$ cat src/rtl/core/ecmp_pkg.sv
// ----------------------------------------------------------------------------
// ECMP flow hash package
// Types, constants and the CRC-32 byte update shared by the path select block.
// ----------------------------------------------------------------------------
package ecmp_pkg;

  // Frame layout and key geometry.
  localparam logic [15:0] ETHERTYPE_IPV4 = 16'h0800;
  localparam logic [7:0]  PROTO_UDP      = 8'd17;
  localparam logic [7:0]  PROTO_TCP      = 8'd6;
  localparam logic [5:0]  TYPE_POS       = 6'd12;
  localparam logic [5:0]  PROTO_POS      = 6'd23;
  localparam logic [5:0]  ADDR_POS       = 6'd26;
  localparam logic [5:0]  PORT_POS       = 6'd34;
  localparam logic [5:0]  POS_SAT        = 6'd38;
  localparam int          ADDR_BYTES     = 8;
  localparam int          PORT_BYTES     = 4;
  localparam int          STORED_BYTES   = ADDR_BYTES + PORT_BYTES;
  localparam int          KEY_BYTES      = 14;
  localparam int          KEY_BITS       = KEY_BYTES * 8;

  // Path count handling.
  localparam int          PATH_W         = 11;
  localparam int          PATH_FIELD_MAX = 2047;
  localparam int          MAX_PATHS_DEF  = 1024;

  // CRC-32, reflected form.
  localparam logic [31:0] CRC_POLY       = 32'hEDB8_8320;
  localparam logic [31:0] CRC_INIT       = 32'hFFFF_FFFF;

  // Job queue between the parser and the hash engine.
  localparam int          JOBQ_DEPTH     = 2;
  localparam int          JOBQ_AW        = $clog2(JOBQ_DEPTH);

  typedef enum logic [1:0] {
    STATUS_OK        = 2'd0,
    STATUS_NOT_IPV4  = 2'd1,
    STATUS_TRUNCATED = 2'd2
  } status_t;

  typedef enum logic [1:0] {
    BK_IDLE,
    BK_CRC,
    BK_DIV,
    BK_HOLD
  } back_state_t;

  typedef struct packed {
    logic [7:0]        frame_byte;
    logic              last_byte;
    logic [PATH_W-1:0] path_count;
  } frame_item_t;

  typedef struct packed {
    status_t     status;
    logic [9:0]  path_index;
    logic [31:0] flow_hash;
  } result_item_t;

  // One parsed frame waiting for the hash engine.
  typedef struct packed {
    status_t             status;
    logic [PATH_W-1:0]   paths;
    logic [KEY_BITS-1:0] key;
  } job_t;

  function automatic logic [31:0] crc_byte(input logic [31:0] acc, input logic [7:0] b);
    logic [31:0] c;
    c = acc ^ {24'h0, b};
    for (int i = 0; i < 8; i++) begin
      c = c[0] ? ((c >> 1) ^ CRC_POLY) : (c >> 1);
    end
    return c;
  endfunction

endpackage

$ cat src/rtl/core/ecmp_front.sv
// ----------------------------------------------------------------------------
// ECMP frame parser
// Takes frame bytes, collects the flow key and hands one job per frame on.
// ----------------------------------------------------------------------------
module ecmp_front #(
  parameter int MAX_PATHS = ecmp_pkg::MAX_PATHS_DEF
) (
  input  logic                  clk,
  input  logic                  rst,
  input  ecmp_pkg::frame_item_t frame,
  input  logic                  accept,
  output ecmp_pkg::job_t        job,
  output logic                  job_push
);

  localparam int PathCap = (MAX_PATHS < ecmp_pkg::PATH_FIELD_MAX) ?
                           MAX_PATHS : ecmp_pkg::PATH_FIELD_MAX;

  logic [5:0]                  pos;
  logic [15:0]                 ether_type;
  logic [7:0]                  proto;
  logic [ecmp_pkg::PATH_W-1:0] paths;
  logic [7:0]                  key_store [ecmp_pkg::STORED_BYTES];

  logic [15:0]                 ether_cur;
  logic [7:0]                  proto_cur;
  logic [ecmp_pkg::PATH_W-1:0] paths_cur;
  logic [ecmp_pkg::PATH_W-1:0] pc_clamped;
  logic                        ports;
  logic [6:0]                  need;
  logic [6:0]                  pos_inc;
  logic                        key_wr;
  logic [3:0]                  key_idx;
  logic [7:0]                  key_cur [ecmp_pkg::STORED_BYTES];

  always_comb begin
    priority if (frame.path_count == '0) begin
      pc_clamped = ecmp_pkg::PATH_W'(1);
    end else if (32'(frame.path_count) > PathCap) begin
      pc_clamped = ecmp_pkg::PATH_W'(PathCap);
    end else begin
      pc_clamped = frame.path_count;
    end
  end

  always_comb begin
    paths_cur = (pos == '0) ? pc_clamped : paths;
    ether_cur = ether_type;
    if (pos == ecmp_pkg::TYPE_POS) begin
      ether_cur = {frame.frame_byte, 8'h00};
    end else if (pos == ecmp_pkg::TYPE_POS + 6'd1) begin
      ether_cur = {ether_type[15:8], frame.frame_byte};
    end
    proto_cur = (pos == ecmp_pkg::PROTO_POS) ? frame.frame_byte : proto;
    ports     = (proto_cur == ecmp_pkg::PROTO_UDP) || (proto_cur == ecmp_pkg::PROTO_TCP);
    need      = {1'b0, ports ? ecmp_pkg::POS_SAT : ecmp_pkg::PORT_POS};
    pos_inc   = {1'b0, pos} + 7'd1;
  end

  // Address bytes land in slots 0..7, port bytes in slots 8..11.
  always_comb begin
    key_wr  = 1'b0;
    key_idx = '0;
    if (pos >= ecmp_pkg::ADDR_POS && pos < ecmp_pkg::POS_SAT) begin
      key_wr  = 1'b1;
      key_idx = 4'(pos - ecmp_pkg::ADDR_POS);
    end
    for (int i = 0; i < ecmp_pkg::STORED_BYTES; i++) begin
      key_cur[i] = (key_wr && key_idx == 4'(i)) ? frame.frame_byte : key_store[i];
    end
  end

  always_comb begin
    job.paths = paths_cur;
    for (int i = 0; i < ecmp_pkg::ADDR_BYTES; i++) begin
      job.key[i*8 +: 8] = key_cur[i];
    end
    job.key[ecmp_pkg::ADDR_BYTES*8 +: 8] = proto_cur;
    for (int i = 0; i < ecmp_pkg::PORT_BYTES; i++) begin
      job.key[(ecmp_pkg::ADDR_BYTES+1+i)*8 +: 8] =
        ports ? key_cur[ecmp_pkg::ADDR_BYTES+i] : 8'h00;
    end
    job.key[(ecmp_pkg::KEY_BYTES-1)*8 +: 8] = 8'h00;

    priority if (pos < ecmp_pkg::TYPE_POS + 6'd1) begin
      job.status = ecmp_pkg::STATUS_TRUNCATED;
    end else if (ether_cur != ecmp_pkg::ETHERTYPE_IPV4) begin
      job.status = ecmp_pkg::STATUS_NOT_IPV4;
    end else if (pos_inc < need) begin
      job.status = ecmp_pkg::STATUS_TRUNCATED;
    end else begin
      job.status = ecmp_pkg::STATUS_OK;
    end

    job_push = accept && frame.last_byte;
  end

  always_ff @(posedge clk) begin
    if (rst) begin
      pos        <= '0;
      ether_type <= '0;
      proto      <= '0;
      paths      <= ecmp_pkg::PATH_W'(1);
    end else if (accept) begin
      paths <= paths_cur;
      if (frame.last_byte) begin
        pos        <= '0;
        ether_type <= '0;
        proto      <= '0;
      end else begin
        ether_type <= ether_cur;
        proto      <= proto_cur;
        if (pos < ecmp_pkg::POS_SAT) begin
          pos <= pos + 6'd1;
        end
      end
    end
  end

  always_ff @(posedge clk) begin
    if (accept && key_wr) begin
      key_store[key_idx] <= frame.frame_byte;
    end
  end

  a_pos_restart: assert property (@(posedge clk) disable iff (rst)
    (accept && frame.last_byte) |=> (pos == '0 && ether_type == '0 && proto == '0))
    else $error("byte position not cleared after the last byte of a frame");

  a_pos_bound: assert property (@(posedge clk) disable iff (rst)
    pos <= ecmp_pkg::POS_SAT)
    else $error("byte position passed its saturation point");

endmodule

$ cat src/rtl/core/ecmp_jobq.sv
// ----------------------------------------------------------------------------
// ECMP job queue
// Short first-in first-out store of parsed frames between parser and engine.
// ----------------------------------------------------------------------------
module ecmp_jobq (
  input  logic           clk,
  input  logic           rst,
  input  ecmp_pkg::job_t wr_job,
  input  logic           wr,
  output logic           q_full,
  output ecmp_pkg::job_t rd_job,
  input  logic           rd,
  output logic           q_empty
);

  ecmp_pkg::job_t                mem [ecmp_pkg::JOBQ_DEPTH];
  logic [ecmp_pkg::JOBQ_AW-1:0]  wr_ptr;
  logic [ecmp_pkg::JOBQ_AW-1:0]  rd_ptr;
  logic [ecmp_pkg::JOBQ_AW:0]    count;

  assign q_full  = (count == (ecmp_pkg::JOBQ_AW+1)'(ecmp_pkg::JOBQ_DEPTH));
  assign q_empty = (count == '0);
  assign rd_job  = mem[rd_ptr];

  always_ff @(posedge clk) begin
    if (rst) begin
      wr_ptr <= '0;
      rd_ptr <= '0;
      count  <= '0;
    end else begin
      if (wr) begin
        wr_ptr <= wr_ptr + 1'b1;
      end
      if (rd) begin
        rd_ptr <= rd_ptr + 1'b1;
      end
      if (wr && !rd) begin
        count <= count + 1'b1;
      end else if (rd && !wr) begin
        count <= count - 1'b1;
      end
    end
  end

  always_ff @(posedge clk) begin
    if (wr) begin
      mem[wr_ptr] <= wr_job;
    end
  end

  a_no_overflow: assert property (@(posedge clk) disable iff (rst)
    q_full |-> !wr)
    else $error("job written into a full queue");

  a_no_underflow: assert property (@(posedge clk) disable iff (rst)
    q_empty |-> !rd)
    else $error("job read from an empty queue");

endmodule

$ cat src/rtl/core/ecmp_back.sv
// ----------------------------------------------------------------------------
// ECMP hash engine
// Runs CRC-32 over a good frame's flow key a byte per cycle, then reduces it modulo the
// path count a bit per cycle, and holds the result until it is taken; other frames are held at once.
// ----------------------------------------------------------------------------
module ecmp_back (
  input  logic                   clk,
  input  logic                   rst,
  input  ecmp_pkg::job_t         job,
  input  logic                   q_empty,
  output logic                   job_pop,
  output ecmp_pkg::result_item_t result,
  output logic                   empty,
  input  logic                   pop
);

  ecmp_pkg::back_state_t         state;
  ecmp_pkg::back_state_t         state_next;
  logic [4:0]                    cnt;
  logic [31:0]                   acc;
  logic [ecmp_pkg::KEY_BITS-1:0] key;
  logic [31:0]                   dividend;
  logic [ecmp_pkg::PATH_W-1:0]   paths;
  logic [ecmp_pkg::PATH_W-1:0]   rem;

  logic [31:0]                   acc_next;
  logic [ecmp_pkg::PATH_W:0]     rem_shift;
  logic [ecmp_pkg::PATH_W-1:0]   rem_next;
  logic                          crc_last;
  logic                          div_last;

  // Datapath steps: one key byte into the CRC, one dividend bit into the
  // restoring remainder.
  always_comb begin
    acc_next  = ecmp_pkg::crc_byte(acc, key[7:0]);
    rem_shift = {rem, dividend[31]};
    if (rem_shift >= {1'b0, paths}) begin
      rem_next = ecmp_pkg::PATH_W'(rem_shift - {1'b0, paths});
    end else begin
      rem_next = rem_shift[ecmp_pkg::PATH_W-1:0];
    end
    crc_last = (cnt == 5'(ecmp_pkg::KEY_BYTES - 1));
    div_last = (cnt == 5'd31);
  end

  // Next state.
  always_comb begin
    state_next = state;
    unique case (state)
      ecmp_pkg::BK_IDLE: begin
        if (!q_empty) begin
          state_next = (job.status == ecmp_pkg::STATUS_OK) ? ecmp_pkg::BK_CRC :
                                                             ecmp_pkg::BK_HOLD;
        end
      end
      ecmp_pkg::BK_CRC: begin
        if (crc_last) begin
          state_next = ecmp_pkg::BK_DIV;
        end
      end
      ecmp_pkg::BK_DIV: begin
        if (div_last) begin
          state_next = ecmp_pkg::BK_HOLD;
        end
      end
      ecmp_pkg::BK_HOLD: begin
        if (pop) begin
          state_next = ecmp_pkg::BK_IDLE;
        end
      end
      default: state_next = ecmp_pkg::BK_IDLE;
    endcase
  end

  // Handshake outputs.
  always_comb begin
    job_pop = (state == ecmp_pkg::BK_IDLE) && !q_empty;
    empty   = (state != ecmp_pkg::BK_HOLD);
  end

  always_ff @(posedge clk) begin
    if (rst) begin
      state <= ecmp_pkg::BK_IDLE;
    end else begin
      state <= state_next;
    end
  end

  always_ff @(posedge clk) begin
    unique case (state)
      ecmp_pkg::BK_IDLE: begin
        cnt      <= '0;
        acc      <= ecmp_pkg::CRC_INIT;
        key      <= job.key;
        paths    <= job.paths;
        rem      <= '0;
        result   <= '{status: job.status, path_index: '0, flow_hash: '0};
      end
      ecmp_pkg::BK_CRC: begin
        acc <= acc_next;
        key <= key >> 8;
        cnt <= crc_last ? 5'd0 : cnt + 5'd1;
        if (crc_last) begin
          dividend         <= ~acc_next;
          result.flow_hash <= ~acc_next;
        end
      end
      ecmp_pkg::BK_DIV: begin
        rem      <= rem_next;
        dividend <= dividend << 1;
        cnt      <= cnt + 5'd1;
        if (div_last) begin
          result.path_index <= rem_next[9:0];
        end
      end
      ecmp_pkg::BK_HOLD: begin
      end
      default: begin
      end
    endcase
  end

  a_rem_bound: assert property (@(posedge clk) disable iff (rst)
    (state == ecmp_pkg::BK_DIV) |-> (rem < paths))
    else $error("partial remainder not below the path count");

  a_failed_zero: assert property (@(posedge clk) disable iff (rst)
    (state == ecmp_pkg::BK_HOLD && result.status != ecmp_pkg::STATUS_OK) |->
    (result.flow_hash == '0 && result.path_index == '0))
    else $error("failed frame carries a hash or an index");

  a_hold_release: assert property (@(posedge clk) disable iff (rst)
    (state == ecmp_pkg::BK_HOLD && pop) |=> (state == ecmp_pkg::BK_IDLE))
    else $error("engine did not release after its result was taken");

  a_hold_stable: assert property (@(posedge clk) disable iff (rst)
    (state == ecmp_pkg::BK_HOLD && !pop) |=> $stable(result))
    else $error("waiting result changed before it was taken");

endmodule

$ cat src/rtl/core/ecmp_flow_hash_path_select.sv
// Order: a well-formed IPv4 frame's job is claimed from the queue, then the byte-wise CRC runs over
// the key and the bit-wise remainder over the hash; any other frame's job goes straight to its result.
// Throughput: one byte per cycle while the two-deep job queue has room; the hash engine works
// on one frame at a time and takes no new job until its result has been popped.
// Reset: synchronous and active high; it clears the parser, the queue and the engine, and
// sets the latched path count to one. No memory needs a clearing pass.
// ----------------------------------------------------------------------------
// ECMP flow hash and path select
// Parses a byte-serial Ethernet frame, hashes its five-tuple flow key with
// CRC-32 and picks an equal-cost path index as the hash modulo the path count.
// ----------------------------------------------------------------------------
module ecmp_flow_hash_path_select #(
  parameter int MAX_PATHS = ecmp_pkg::MAX_PATHS_DEF
) (
  input  logic                   clk,
  input  logic                   rst,
  // Frame bytes in, one item per byte.
  input  ecmp_pkg::frame_item_t  frame,
  input  logic                   push,
  output logic                   full,
  // One result item per frame, held until it is popped.
  output ecmp_pkg::result_item_t result,
  output logic                   empty,
  input  logic                   pop
);

  // The parser takes a byte whenever the job queue has room, so a frame's
  // last byte always finds a free slot for its job.
  ecmp_pkg::job_t parsed_job;
  ecmp_pkg::job_t queued_job;
  logic           job_push;
  logic           job_pop;
  logic           q_full;
  logic           q_empty;
  logic           accept;

  assign full   = q_full;
  assign accept = push && !q_full;

  // Front end: byte position, EtherType and protocol tracking, and the key
  // bytes; it classifies each frame as good, not IPv4 or truncated.
  ecmp_front #(
    .MAX_PATHS (MAX_PATHS)
  ) u_front (
    .clk      (clk),
    .rst      (rst),
    .frame    (frame),
    .accept   (accept),
    .job      (parsed_job),
    .job_push (job_push)
  );

  // Job queue: lets the parser keep taking bytes while the engine works on
  // an earlier frame or waits for its result to be taken.
  ecmp_jobq u_jobq (
    .clk     (clk),
    .rst     (rst),
    .wr_job  (parsed_job),
    .wr      (job_push),
    .q_full  (q_full),
    .rd_job  (queued_job),
    .rd      (job_pop),
    .q_empty (q_empty)
  );

  // Back end: the CRC and the remainder unit, with the result register that
  // holds the item until it is popped.
  ecmp_back u_back (
    .clk     (clk),
    .rst     (rst),
    .job     (queued_job),
    .q_empty (q_empty),
    .job_pop (job_pop),
    .result  (result),
    .empty   (empty),
    .pop     (pop)
  );

endmodule
$ cat config.mk
export PLATFORM = sky130hd
export DESIGN_NAME = ecmp_flow_hash_path_select
export DESIGN_NICKNAME = d
export VERILOG_FILES = /design/src/rtl/core/ecmp_pkg.sv /design/src/rtl/core/ecmp_front.sv /design/src/rtl/core/ecmp_jobq.sv /design/src/rtl/core/ecmp_back.sv /design/src/rtl/core/ecmp_flow_hash_path_select.sv
export SDC_FILE = /design/constraint.sdc
export NUM_CORES = 1
export LEC_CHECK = 0
export ABC_AREA = 1
export ABC_CLOCK_PERIOD_IN_PS = 6510
export BUFFER_PORTS_ARGS = -buffer_cell sky130_fd_sc_hd__buf_2
export CAP_MARGIN = 10
export CORE_MARGIN = 3
export CORE_UTILIZATION = 56
export DETAILED_ROUTE_END_ITERATION = 8
export GPL_ROUTABILITY_DRIVEN = 0
export PLACE_DENSITY = 0.73
export SLEW_MARGIN = 5
export SYNTH_ARGS = -nofsm -noshare
export SYNTH_HDL_FRONTEND = slang
export SYNTH_SLANG_ARGS = --single-unit
$ cat constraint.sdc
create_clock -name clk -period 6.51 [get_ports clk]
set_clock_uncertainty 0.1 [all_clocks]
set_input_delay 0.651 -clock clk [delete_from_list [all_inputs] [get_ports clk]]
set_output_delay 0.651 -clock clk [all_outputs]
set_load 0.05 [all_outputs]
[Yosys cells after proc, flatten, opt, wreduce, memory -nomap -nowiden]
Memory sizes are Yosys's and may differ from the RTL's. A register that Yosys moved wholly into a read port is not among the register bits.
Index checks and enable logic that the tools add are counted.
Word-level totals
  memory bits (writable): 330
  word-level logic and storage cells: 178
  register bits after elaboration: 294
  memories kept: 2
Memory list
  u_jobq.mem: words 2, width 117, rd ports 1, clocked after memory_dff 1, wr ports 1, RTL line ecmp_jobq.sv:16  | ecmp_pkg::job_t mem [ecmp_pkg::JOBQ_DEPTH];
  u_front.key_store: words 12, width 8, rd ports 12, clocked after memory_dff 0, wr ports 1, RTL line ecmp_front.sv:23  | logic [7:0] key_store [ecmp_pkg::STORED_BYTES];
Operators by class
  reductions and logical operators: 41
  bitwise gates (word level): 10
  equality and inequality tests: 28
  multiplexer cells: 65
  add/subtract/negate cells: 9
  order comparisons: 6
Operators with widths (number)
  2-to-1 mux 32 bit: 9
  one-hot mux 112 bit (2 select lines): 1
  one-hot mux 32 bit (2 select lines): 3
  2-to-1 mux 8 bit: 19
  NOT 13 -> 14 bit: 8
  2-to-1 mux 11 bit: 4
  2-to-1 mux 16 bit: 2
  NOT 32 bit: 1
  XOR 32 x 8 -> 32 bit: 1
  one-hot mux 11 bit (2 select lines): 1
  2-to-1 mux 2 bit: 10
  one-hot mux 10 bit (2 select lines): 1
  logical AND 1 bit: 19
  equality test 4 x 3 -> 1 bit (second input constant): 4
  equality test 4 bit (second input constant): 4
  inequality test 16 x 12 -> 1 bit (second input constant): 1
  one-hot mux 5 bit (3 select lines): 1
  equality test 6 x 4 -> 1 bit (second input constant): 2
  >= comparator 12 x 11 -> 1 bit: 1
  2-to-1 mux 6 bit: 2
  > comparator 11 bit (second input constant): 1
  zero test 11 bit: 1
  subtractor 11 bit: 1
  2-to-1 mux 10 bit: 1
  other kinds (36): 61

[Longest topological paths before layout]
Gate-level depths: netlist (run 1).
  depth after elaboration: 20
  gate-level depth with buffers: 18

[By module]
From an unflattened synthesis (run 1), not the netlist that was laid out.
Second synthesis, totals
  cells, all modules: 2482
  area, all modules: 28573.7 um^2
By module, submodules not included
  ecmp_back: instances 1, sequential area each 7457.2 um^2, cells an instance 1182, area an instance 11865.1 um^2
  ecmp_jobq: instances 1, sequential area each 7607.3 um^2, cells an instance 422, area an instance 9442.8 um^2
  ecmp_front: instances 1, sequential area each 3703.6 um^2, cells an instance 876, area an instance 7255.7 um^2
  ecmp_flow_hash_path_select: instances 1, sequential area each 0.0 um^2, cells an instance 2, area an instance 10.0 um^2

[Worst setup path before layout (run 1)]
No wires, ideal clock.
  path kind: input to register
  from: in push
  to: mem u_jobq.mem[0][0] in the netlist's numbering, enable pin
  data required time: 5816 ps
  slack: -25 ps
  data arrival time: 5841 ps
  path buffers: 0
  stages on the path: 4
  path through: o21ai_1 > nor2_1 > inv_1 > nor2_1
On the way
  word-level cells in the longest chain between the ends: 4
RTL lines
  start, declared: RTL line ecmp_flow_hash_path_select.sv:19  | input logic push,
  logical AND 1 bit: RTL line ecmp_flow_hash_path_select.sv:38  | assign accept = push && !q_full;
  logical AND 1 bit: RTL line ecmp_front.sv:95  | job_push = accept && frame.last_byte;
  via job_push: RTL line ecmp_flow_hash_path_select.sv:31  | logic job_push;
  2-to-1 mux 1 bit: RTL line ecmp_jobq.sv:46  | if (wr) begin
  2-to-1 mux 1 bit (implied by the code): RTL line ecmp_jobq.sv:47  | mem[wr_ptr] <= wr_job;
  end, declared: RTL line ecmp_jobq.sv:16
The timed path passes the listed nets, and every way through them passes these cells.

==> impl_metrics.py, run 1 <==
metrics = {
    "run_status": {
        "status": "complete, no violations",
    },
    "finish": {
        "fin_nets": 2500,
        "n_antenna_cell": 0,
        "utilization": 0.626,
        "drive_above_1_share": 0.114,
        "areaGrowthSynthToFinish_pct": 9.88,
    },
    "floorplanning": {
        "num_rows": 79,
        "start_util": 0.570,
        "die-area_sq_mm": 0.0503,
        "core_area_sq_mm": 0.0468,
        "chipWidth_um": 224,
        "ios": 70,
        "fp.dieH_um": 224,
    },
    "clocking": {
        "cts_buffers": 59,
        "htreeDepth": 2,
        "clock_sinks": 617,
        "clkLatencyLatePin_ns": 0.62,
        "cts_tree": "yes",
        "post_cts_buffers": 0,
        "clockRootBuffer": "clkbuf_16",
        "clockBufferDepth": 3,
        "postCtsHoldBufs": 0,
        "cts_resized": 0,
        "clkTransAtPathRegs_ns": 0.07,
    },
    "sta": {
        "drv_slew": 0,
        "hold_viol": 0,
        "rsz0062_at_grt": "no",
        "period_minus_slack_ns": 3.66,
        "tightest_slew_ns": 1.25,
        "timing.fmax_ghz": 0.273,
        "period_share": 0.562,
        "slew_headroom": 0.161,
        "tns_ns": 0,
        "setup_viol": 0,
    },
    "worst_hold_path": {
        "holdCritPathClass": "input pin to flop",
    },
    "logic_synthesis": {
        "synth-seq-area-share": 0.677,
        "syn_nets": 2468,
        "yosys_warnings": 0,
        "synth_area_per_cell_sq_um": 11.0,
        "synth_ff_type": "edfxtp_1",
        "synth_cell_types": 44,
        "synth_edf_count": 569,
        "async_reset_ff_frac": 0,
        "synth_area_sq_mm": 0.0267,
        "syn_inst": 2416,
        "synth_seq_cells": 617,
    },
    "setup_path": {
        "setup.worst_path.end_class": "flop",
        "cp_top_family": "simple AND/OR/NAND/NOR gates",
        "cp_max_fo": 33,
        "worstSetupStartpoint": "u_front.pos[0]$_SDFFE_PP0P_",
        "worstSetupStartpointType": "flop",
        "timing.rr.start": "u_front.pos[0]$_SDFFE_PP0P_",
        "worstSetupEndpoint": "u_jobq.mem[0][116]$_DFFE_PP_",
        "r2r_slack_ns": 2.85,
        "path_buf_inv": 1,
        "critical_path_class": "flop to flop",
        "reg2reg_to": "u_jobq.mem[0][116]$_DFFE_PP_",
        "crit_slowest_cell": "nand2_2",
        "crit_required_ns": 6.89,
        "critPathArrivalTime_ns": 4.04,
        "cp_cell_sequence": "ha_1, nand2_2, clkinv_2, nand3_4, nand2_1, o21ai_1, nor2_1, nand2_1, nand2_2, nand2_1, ha_1, a21oi_1, nand3_1, a21oi_1, nand4_1, nand2_1",
        "crit_path_frequent_cell": "nand2_1",
        "worst_r2r_path_depth": 16,
        "path_depth": 16,
        "slowest_delay_ns": 0.66,
    },
    "global_route": {
        "gr-usage-met3": 0.0335,
        "met2_usage": 0.384,
        "grt_pass1_vias": 17100,
        "use_met1": 0.314,
        "grt_usage": 0.232,
        "overflow": 0,
        "gr-max-usage-layer": "met2",
        "antenna_found_initial": 0,
        "grt_pass1_wl_um": 92200,
        "grt_max_degree": 98,
    },
    "place": {
        "port_buffers": 69,
        "dp_hpwl_um": 36000,
    },
    "power": {
        "leakagePower_nw": 11.2,
        "p_per_area_mw_per_mm2": 493,
        "peakVddDrop_uv": 356,
    },
    "route": {
        "wirelength_um": 58500,
        "post-route-drc-count": 0,
        "dr.pass1.iters": 6,
        "avgRoutedWirePerCell_um": 18.9,
        "ant_nets": 0,
        "drt-initial-drc-count": 1751,
        "detail_route.vias_per_cell": 5.70,
        "vias": 17700,
    },
    "run": {
        "cap_violations": 0,
    },
}
## layout make-up
type	count	area, sq um
clock buffers	73	1590
clock inverters	32	260
fillers	3568	17500
inverters	186	703
multi-input cells	1496	7420
flip-flops and latches	617	18100
well taps	607	759
repair buffers	88	508
## Yosys cell counts (all sizes together) (3+ instances only)
cell type | instances | area, sq um
edfxtp | 569 | 17100
nand2 | 544 | 2100
nor2 | 288 | 1170
a21oi | 255 | 1280
inv | 185 | 694
nand3 | 136 | 848
o21ai | 135 | 736
clkbuf | 82 | 308
dfxtp | 48 | 961
xor2 | 40 | 350
buf | 35 | 248
ha | 27 | 338
nand4 | 23 | 144
xnor2 | 15 | 139
nor3 | 8 | 62.6
o211ai | 8 | 60.1
o22ai | 3 | 18.8
or2 | 3 | 18.8
## where the power goes
group,switching [mW],leakage (nW),internal [mW]
Sequential,0.365,5.78,5.79
Clock,1.42,0.913,1.88
Combinational,3.66,4.48,1.31
## worst min path at each step
stage / from / to / depth (start not counted)
6_report: frame[4] / u_front.paths[4]$_SDFFE_PP0P_ / 5
3_3_place_gp: u_jobq.rd_ptr$_SDFFE_PP0P_ / flop / 2
5_1_grt: frame[4] / u_front.paths[4]$_SDFFE_PP0P_ / 5
4_1_cts: frame[4] / u_front.paths[4]$_SDFFE_PP0P_ / 5
3_5_place_dp: u_front.ether_type[1]$_SDFFE_PP0P_ / u_front.ether_type[1]$_SDFFE_PP0P_ / 2
2_1_floorplan: u_front.paths[0]$_SDFFE_PP1P_ / u_front.paths[0]$_SDFFE_PP1P_ / 2
## state kept, by name, summed over array words and instances, names as in the netlist, 2 cells and up, named ones only
name                count
u_front.ether_type     16
u_back.state            2
u_back.key            104
u_back.acc             32
u_back.rem             11
u_back.dividend        32
u_jobq.count            2
u_back.paths           11
u_back.cnt              5
u_front.pos             6
u_front.paths          11
u_front.key_store      96
u_front.proto           8
u_jobq.mem            234
u_back.result          44
## tightest hold or removal path: stages
cell and delay, ns:
buf_2 0.09, nand3_1 0.08, o211ai_1 0.09, nand2_1 0.06, inv_1 0.04
## logic make-up (layout without fill, tap and decap cells)
| logic type | count (synthesis) | count (layout) | share of synthesized area |
|---|---|---|---|
| simple gates | 1008 | 1008 | 0.165 |
| flops | 617 | 617 | 0.677 |
| compound gates | 405 | 405 | 0.0796 |
| buf+inv | 303 | 379 | 0.0471 |
| xor+xnor | 55 | 55 | 0.0184 |
| fa+ha+maj | 28 | 28 | 0.0134 |
## per-layer routing
layer / routed length, um / part of all wire
met1: 23800 / 0.41
met2: 28700 / 0.49
met3: 4070 / 0.070
met4: 1900 / 0.033
met5: 0 / 0
## per-stage QoR
| step | cells | area [sq um] | power (mW) | setup WS [ns] | hold slack, ns |
|---|---|---|---|---|---|
| final | 3099 | 29300 | 14.4 | 2.85 | 0.319 |
| after global routing | 3099 | 29300 | 15.3 | 2.58 | 0.300 |
| after floorplan | 2416 | 26700 | 9.80 | -0.0248 | 0.341 |
| after global placement | 2993 | 27400 | 11.0 | 2.75 | 0.348 |
| after CTS | 3098 | 29300 | 14.4 | 2.50 | 0.274 |
| after detailed placement | 2993 | 27400 | 11.1 | 2.51 | 0.356 |
## placed cells by master (no fill, tap or decap), types with 9 or more instances in the layout
cell type	count
edfxtp_1	569
nand2_1	528
nor2_1	257
a21oi_1	253
inv_1	175
nand3_1	104
o21ai_0	89
buf_2	69
clkbuf_16	60
dfxtp_1	47
xor2_1	40
o21ai_1	31
nand3_2	31
nor2_2	26
ha_1	25
nand4_1	23
buf_4	18
clkinv_1	15
o21ai_2	14
xnor2_1	14
clkinv_2	12
nand2_2	10
clkbuf_1	9
(Power assumes the default switching activity.)
==> inputs of run 2 (changes only) <==
--- a/config.mk
+++ b/config.mk
@@ -6,7 +6,7 @@
 export NUM_CORES = 1
 export LEC_CHECK = 0
 export ABC_AREA = 1
-export ABC_CLOCK_PERIOD_IN_PS = 6510
+export ABC_CLOCK_PERIOD_IN_PS = 3300
 export BUFFER_PORTS_ARGS = -buffer_cell sky130_fd_sc_hd__buf_2
 export CAP_MARGIN = 10
 export CORE_MARGIN = 3
==> constraint.sdc (replaced) <==
create_clock -name clk -period 3.3 [get_ports clk]
set_clock_uncertainty 0.1 [all_clocks]
set_input_delay 0.33 -clock clk [delete_from_list [all_inputs] [get_ports clk]]
set_output_delay 0.33 -clock clk [all_outputs]
set_load 0.05 [all_outputs]
==> impl_metrics.py, run 2 (same netlist as run 1, synthesis figures left out) <==
metrics = {
    "global_route": {
        "grt_pass1_wl_um": 93900,
        "gr-usage-met3": 0.0315,
        "grt_usage": 0.239,
        "antenna_found_initial": 3,
        "met2_usage": 0.397,
        "gr-max-usage-layer": "met2",
        "grt_pass1_vias": 17400,
        "use_met1": 0.329,
        "grt_max_degree": 137,
        "overflow": 0,
    },
    "clocking": {
        "cts_resized": 0,
        "htreeDepth": 2,
        "cts_buffers": 60,
        "clock_sinks": 617,
        "cts_tree": "yes",
        "post_cts_buffers": 0,
        "clkTransAtPathRegs_ns": 0.06,
        "clockBufferDepth": 3,
        "clkLatencyLatePin_ns": 0.65,
        "clockRootBuffer": "clkbuf_16",
    },
    "sta": {
        "timing.fmax_ghz": 0.325,
        "hold_viol": 0,
        "slew_headroom": 0.245,
        "period_minus_slack_ns": 3.07,
        "tns_ns": 0,
        "rsz0062_at_grt": "no",
        "drv_slew": 0,
        "period_share": 0.931,
        "layout_setup_ws_ns": 0.227,
        "setup_viol": 0,
        "holdWs_ns": 0.0427,
        "tightest_slew_ns": 1.12,
    },
    "setup_path": {
        "critical_path_class": "flop to flop",
        "crit_required_ns": 3.69,
        "critPathArrivalTime_ns": 3.46,
        "timing.rr.start": "u_front.pos[0]$_SDFFE_PP0P_",
        "slowest_delay_ns": 0.58,
        "worstSetupStartpoint": "u_front.pos[0]$_SDFFE_PP0P_",
        "setup.worst_path.end_class": "flop",
        "cp_max_fo": 20,
        "crit_slowest_cell": "dfxtp_1",
        "cp_cell_sequence": "ha_1, nand2_2, clkinv_2, nand3_4, o21ai_2, and2_1, nand2_1, nand2_2, nand2_1, ha_1, a21oi_1, nand3_1, a21oi_1, nand4_1, nand2_1",
        "worstSetupStartpointType": "flop",
        "crit_path_frequent_cell": "nand2_1",
    },
    "finish": {
        "drive_above_1_share": 0.128,
        "largest_reg_flops": 234,
        "regMostFlops": "u_jobq.mem",
        "final_area_sq_mm": 0.0299,
        "final-seq-area_sq_mm": 0.0181,
        "final_cell_mix": "edfxtp_1 (569), nand2_1 (528), nor2_1 (257)",
        "areaGrowthSynthToFinish_pct": 12.0,
        "fillers": 3472,
        "largestRegisters": "u_jobq.mem x234, u_back.key x104, u_front.key_store x96",
        "final-instance-count-excl-fill": 3138,
        "fin_nets": 2537,
        "multi_input_area_sq_mm": 0.00743,
        "utilization": 0.639,
        "n_antenna_cell": 0,
        "final_common_cell": "edfxtp_1",
    },
    "route": {
        "detail_route.vias_per_cell": 5.66,
        "wirelength_um": 60300,
        "drt-initial-drc-count": 2049,
        "vias": 17800,
        "dr.pass1.iters": 6,
        "avgRoutedWirePerCell_um": 19.2,
        "ant_nets": 0,
        "post-route-drc-count": 0,
    },
    "place": {
        "postPlaceCellArea_sq_mm": 0.0278,
        "dp_hpwl_um": 35600,
        "port_buffers": 69,
        "dp_cells": 3023,
        "pre_cts_ws_ns": 0.163,
    },
    "power": {
        "p_per_area_mw_per_mm2": 980,
        "leakagePower_nw": 11.5,
        "peakVddDrop_uv": 729,
        "finalPower_mw": 29.3,
    },
    "floorplanning": {
        "die-area_sq_mm": 0.0503,
        "ios": 70,
        "core_area_sq_mm": 0.0468,
        "chipWidth_um": 224,
        "num_rows": 79,
        "fp.dieH_um": 224,
        "start_util": 0.570,
    },
    "run": {
        "cap_violations": 0,
    },
    "run_status": {
        "status": "complete, no violations",
    },
    "worst_hold_path": {
        "hp-start": "frame[17]",
        "holdCritPathClass": "input pin to flop",
    },
}
[run 2: worst paths after layout]
check                                   endpoint  slack [ns]  cells after the start
max                 u_jobq.mem[1][116]$_DFFE_PP_        0.23                     15
min                  u_jobq.mem[1][69]$_DFFE_PP_        0.04                      3
max reg2reg         u_jobq.mem[1][116]$_DFFE_PP_        0.23                     15
min reg2reg  u_front.ether_type[15]$_SDFFE_PP0P_        0.37                      2
[run 2: metal layers]
metal | wire (um) | share of wire
met1 | 24700 | 0.41
met2 | 29200 | 0.48
met3 | 4710 | 0.078
met4 | 1710 | 0.028
met5 | 0 | 0
[run 2: power breakdown]
| part | total (mW) | switching (mW) | internal (mW) |
|---|---|---|---|
| sequential | 12.1 | 0.642 | 11.4 |
| clock | 7.05 | 2.98 | 4.08 |
| combinational | 10.1 | 7.38 | 2.76 |
| total | 29.3 | 11.0 | 18.3 |
[run 2: area by class of cell]
class / instances / area share
Clock inverter: 40 / 0.0162
Timing Repair Buffer: 124 / 0.0298
Tap cell: 607 / 0.0254
Multi-Input combinational cell: 1496 / 0.249
Inverter: 186 / 0.0235
Clock buffer: 68 / 0.0516
Sequential cell: 617 / 0.605
[run 2: critical path, delay by kind of cell (launching register included)]
kind / cells / cell delay, ns
and+or+nand+nor: 9 / 0.93
AOI/OAI and AO/OA: 3 / 0.64
DFF: 1 / 0.58
adders and majority gates: 2 / 0.57
buffers and inverters: 1 / 0.09
[run 2: repair_timing]
item	4_1_cts	5_1_grt
hold buffers	7	0
endpoints found under the hold margin	11	0
endpoints found under the setup margin	0	0
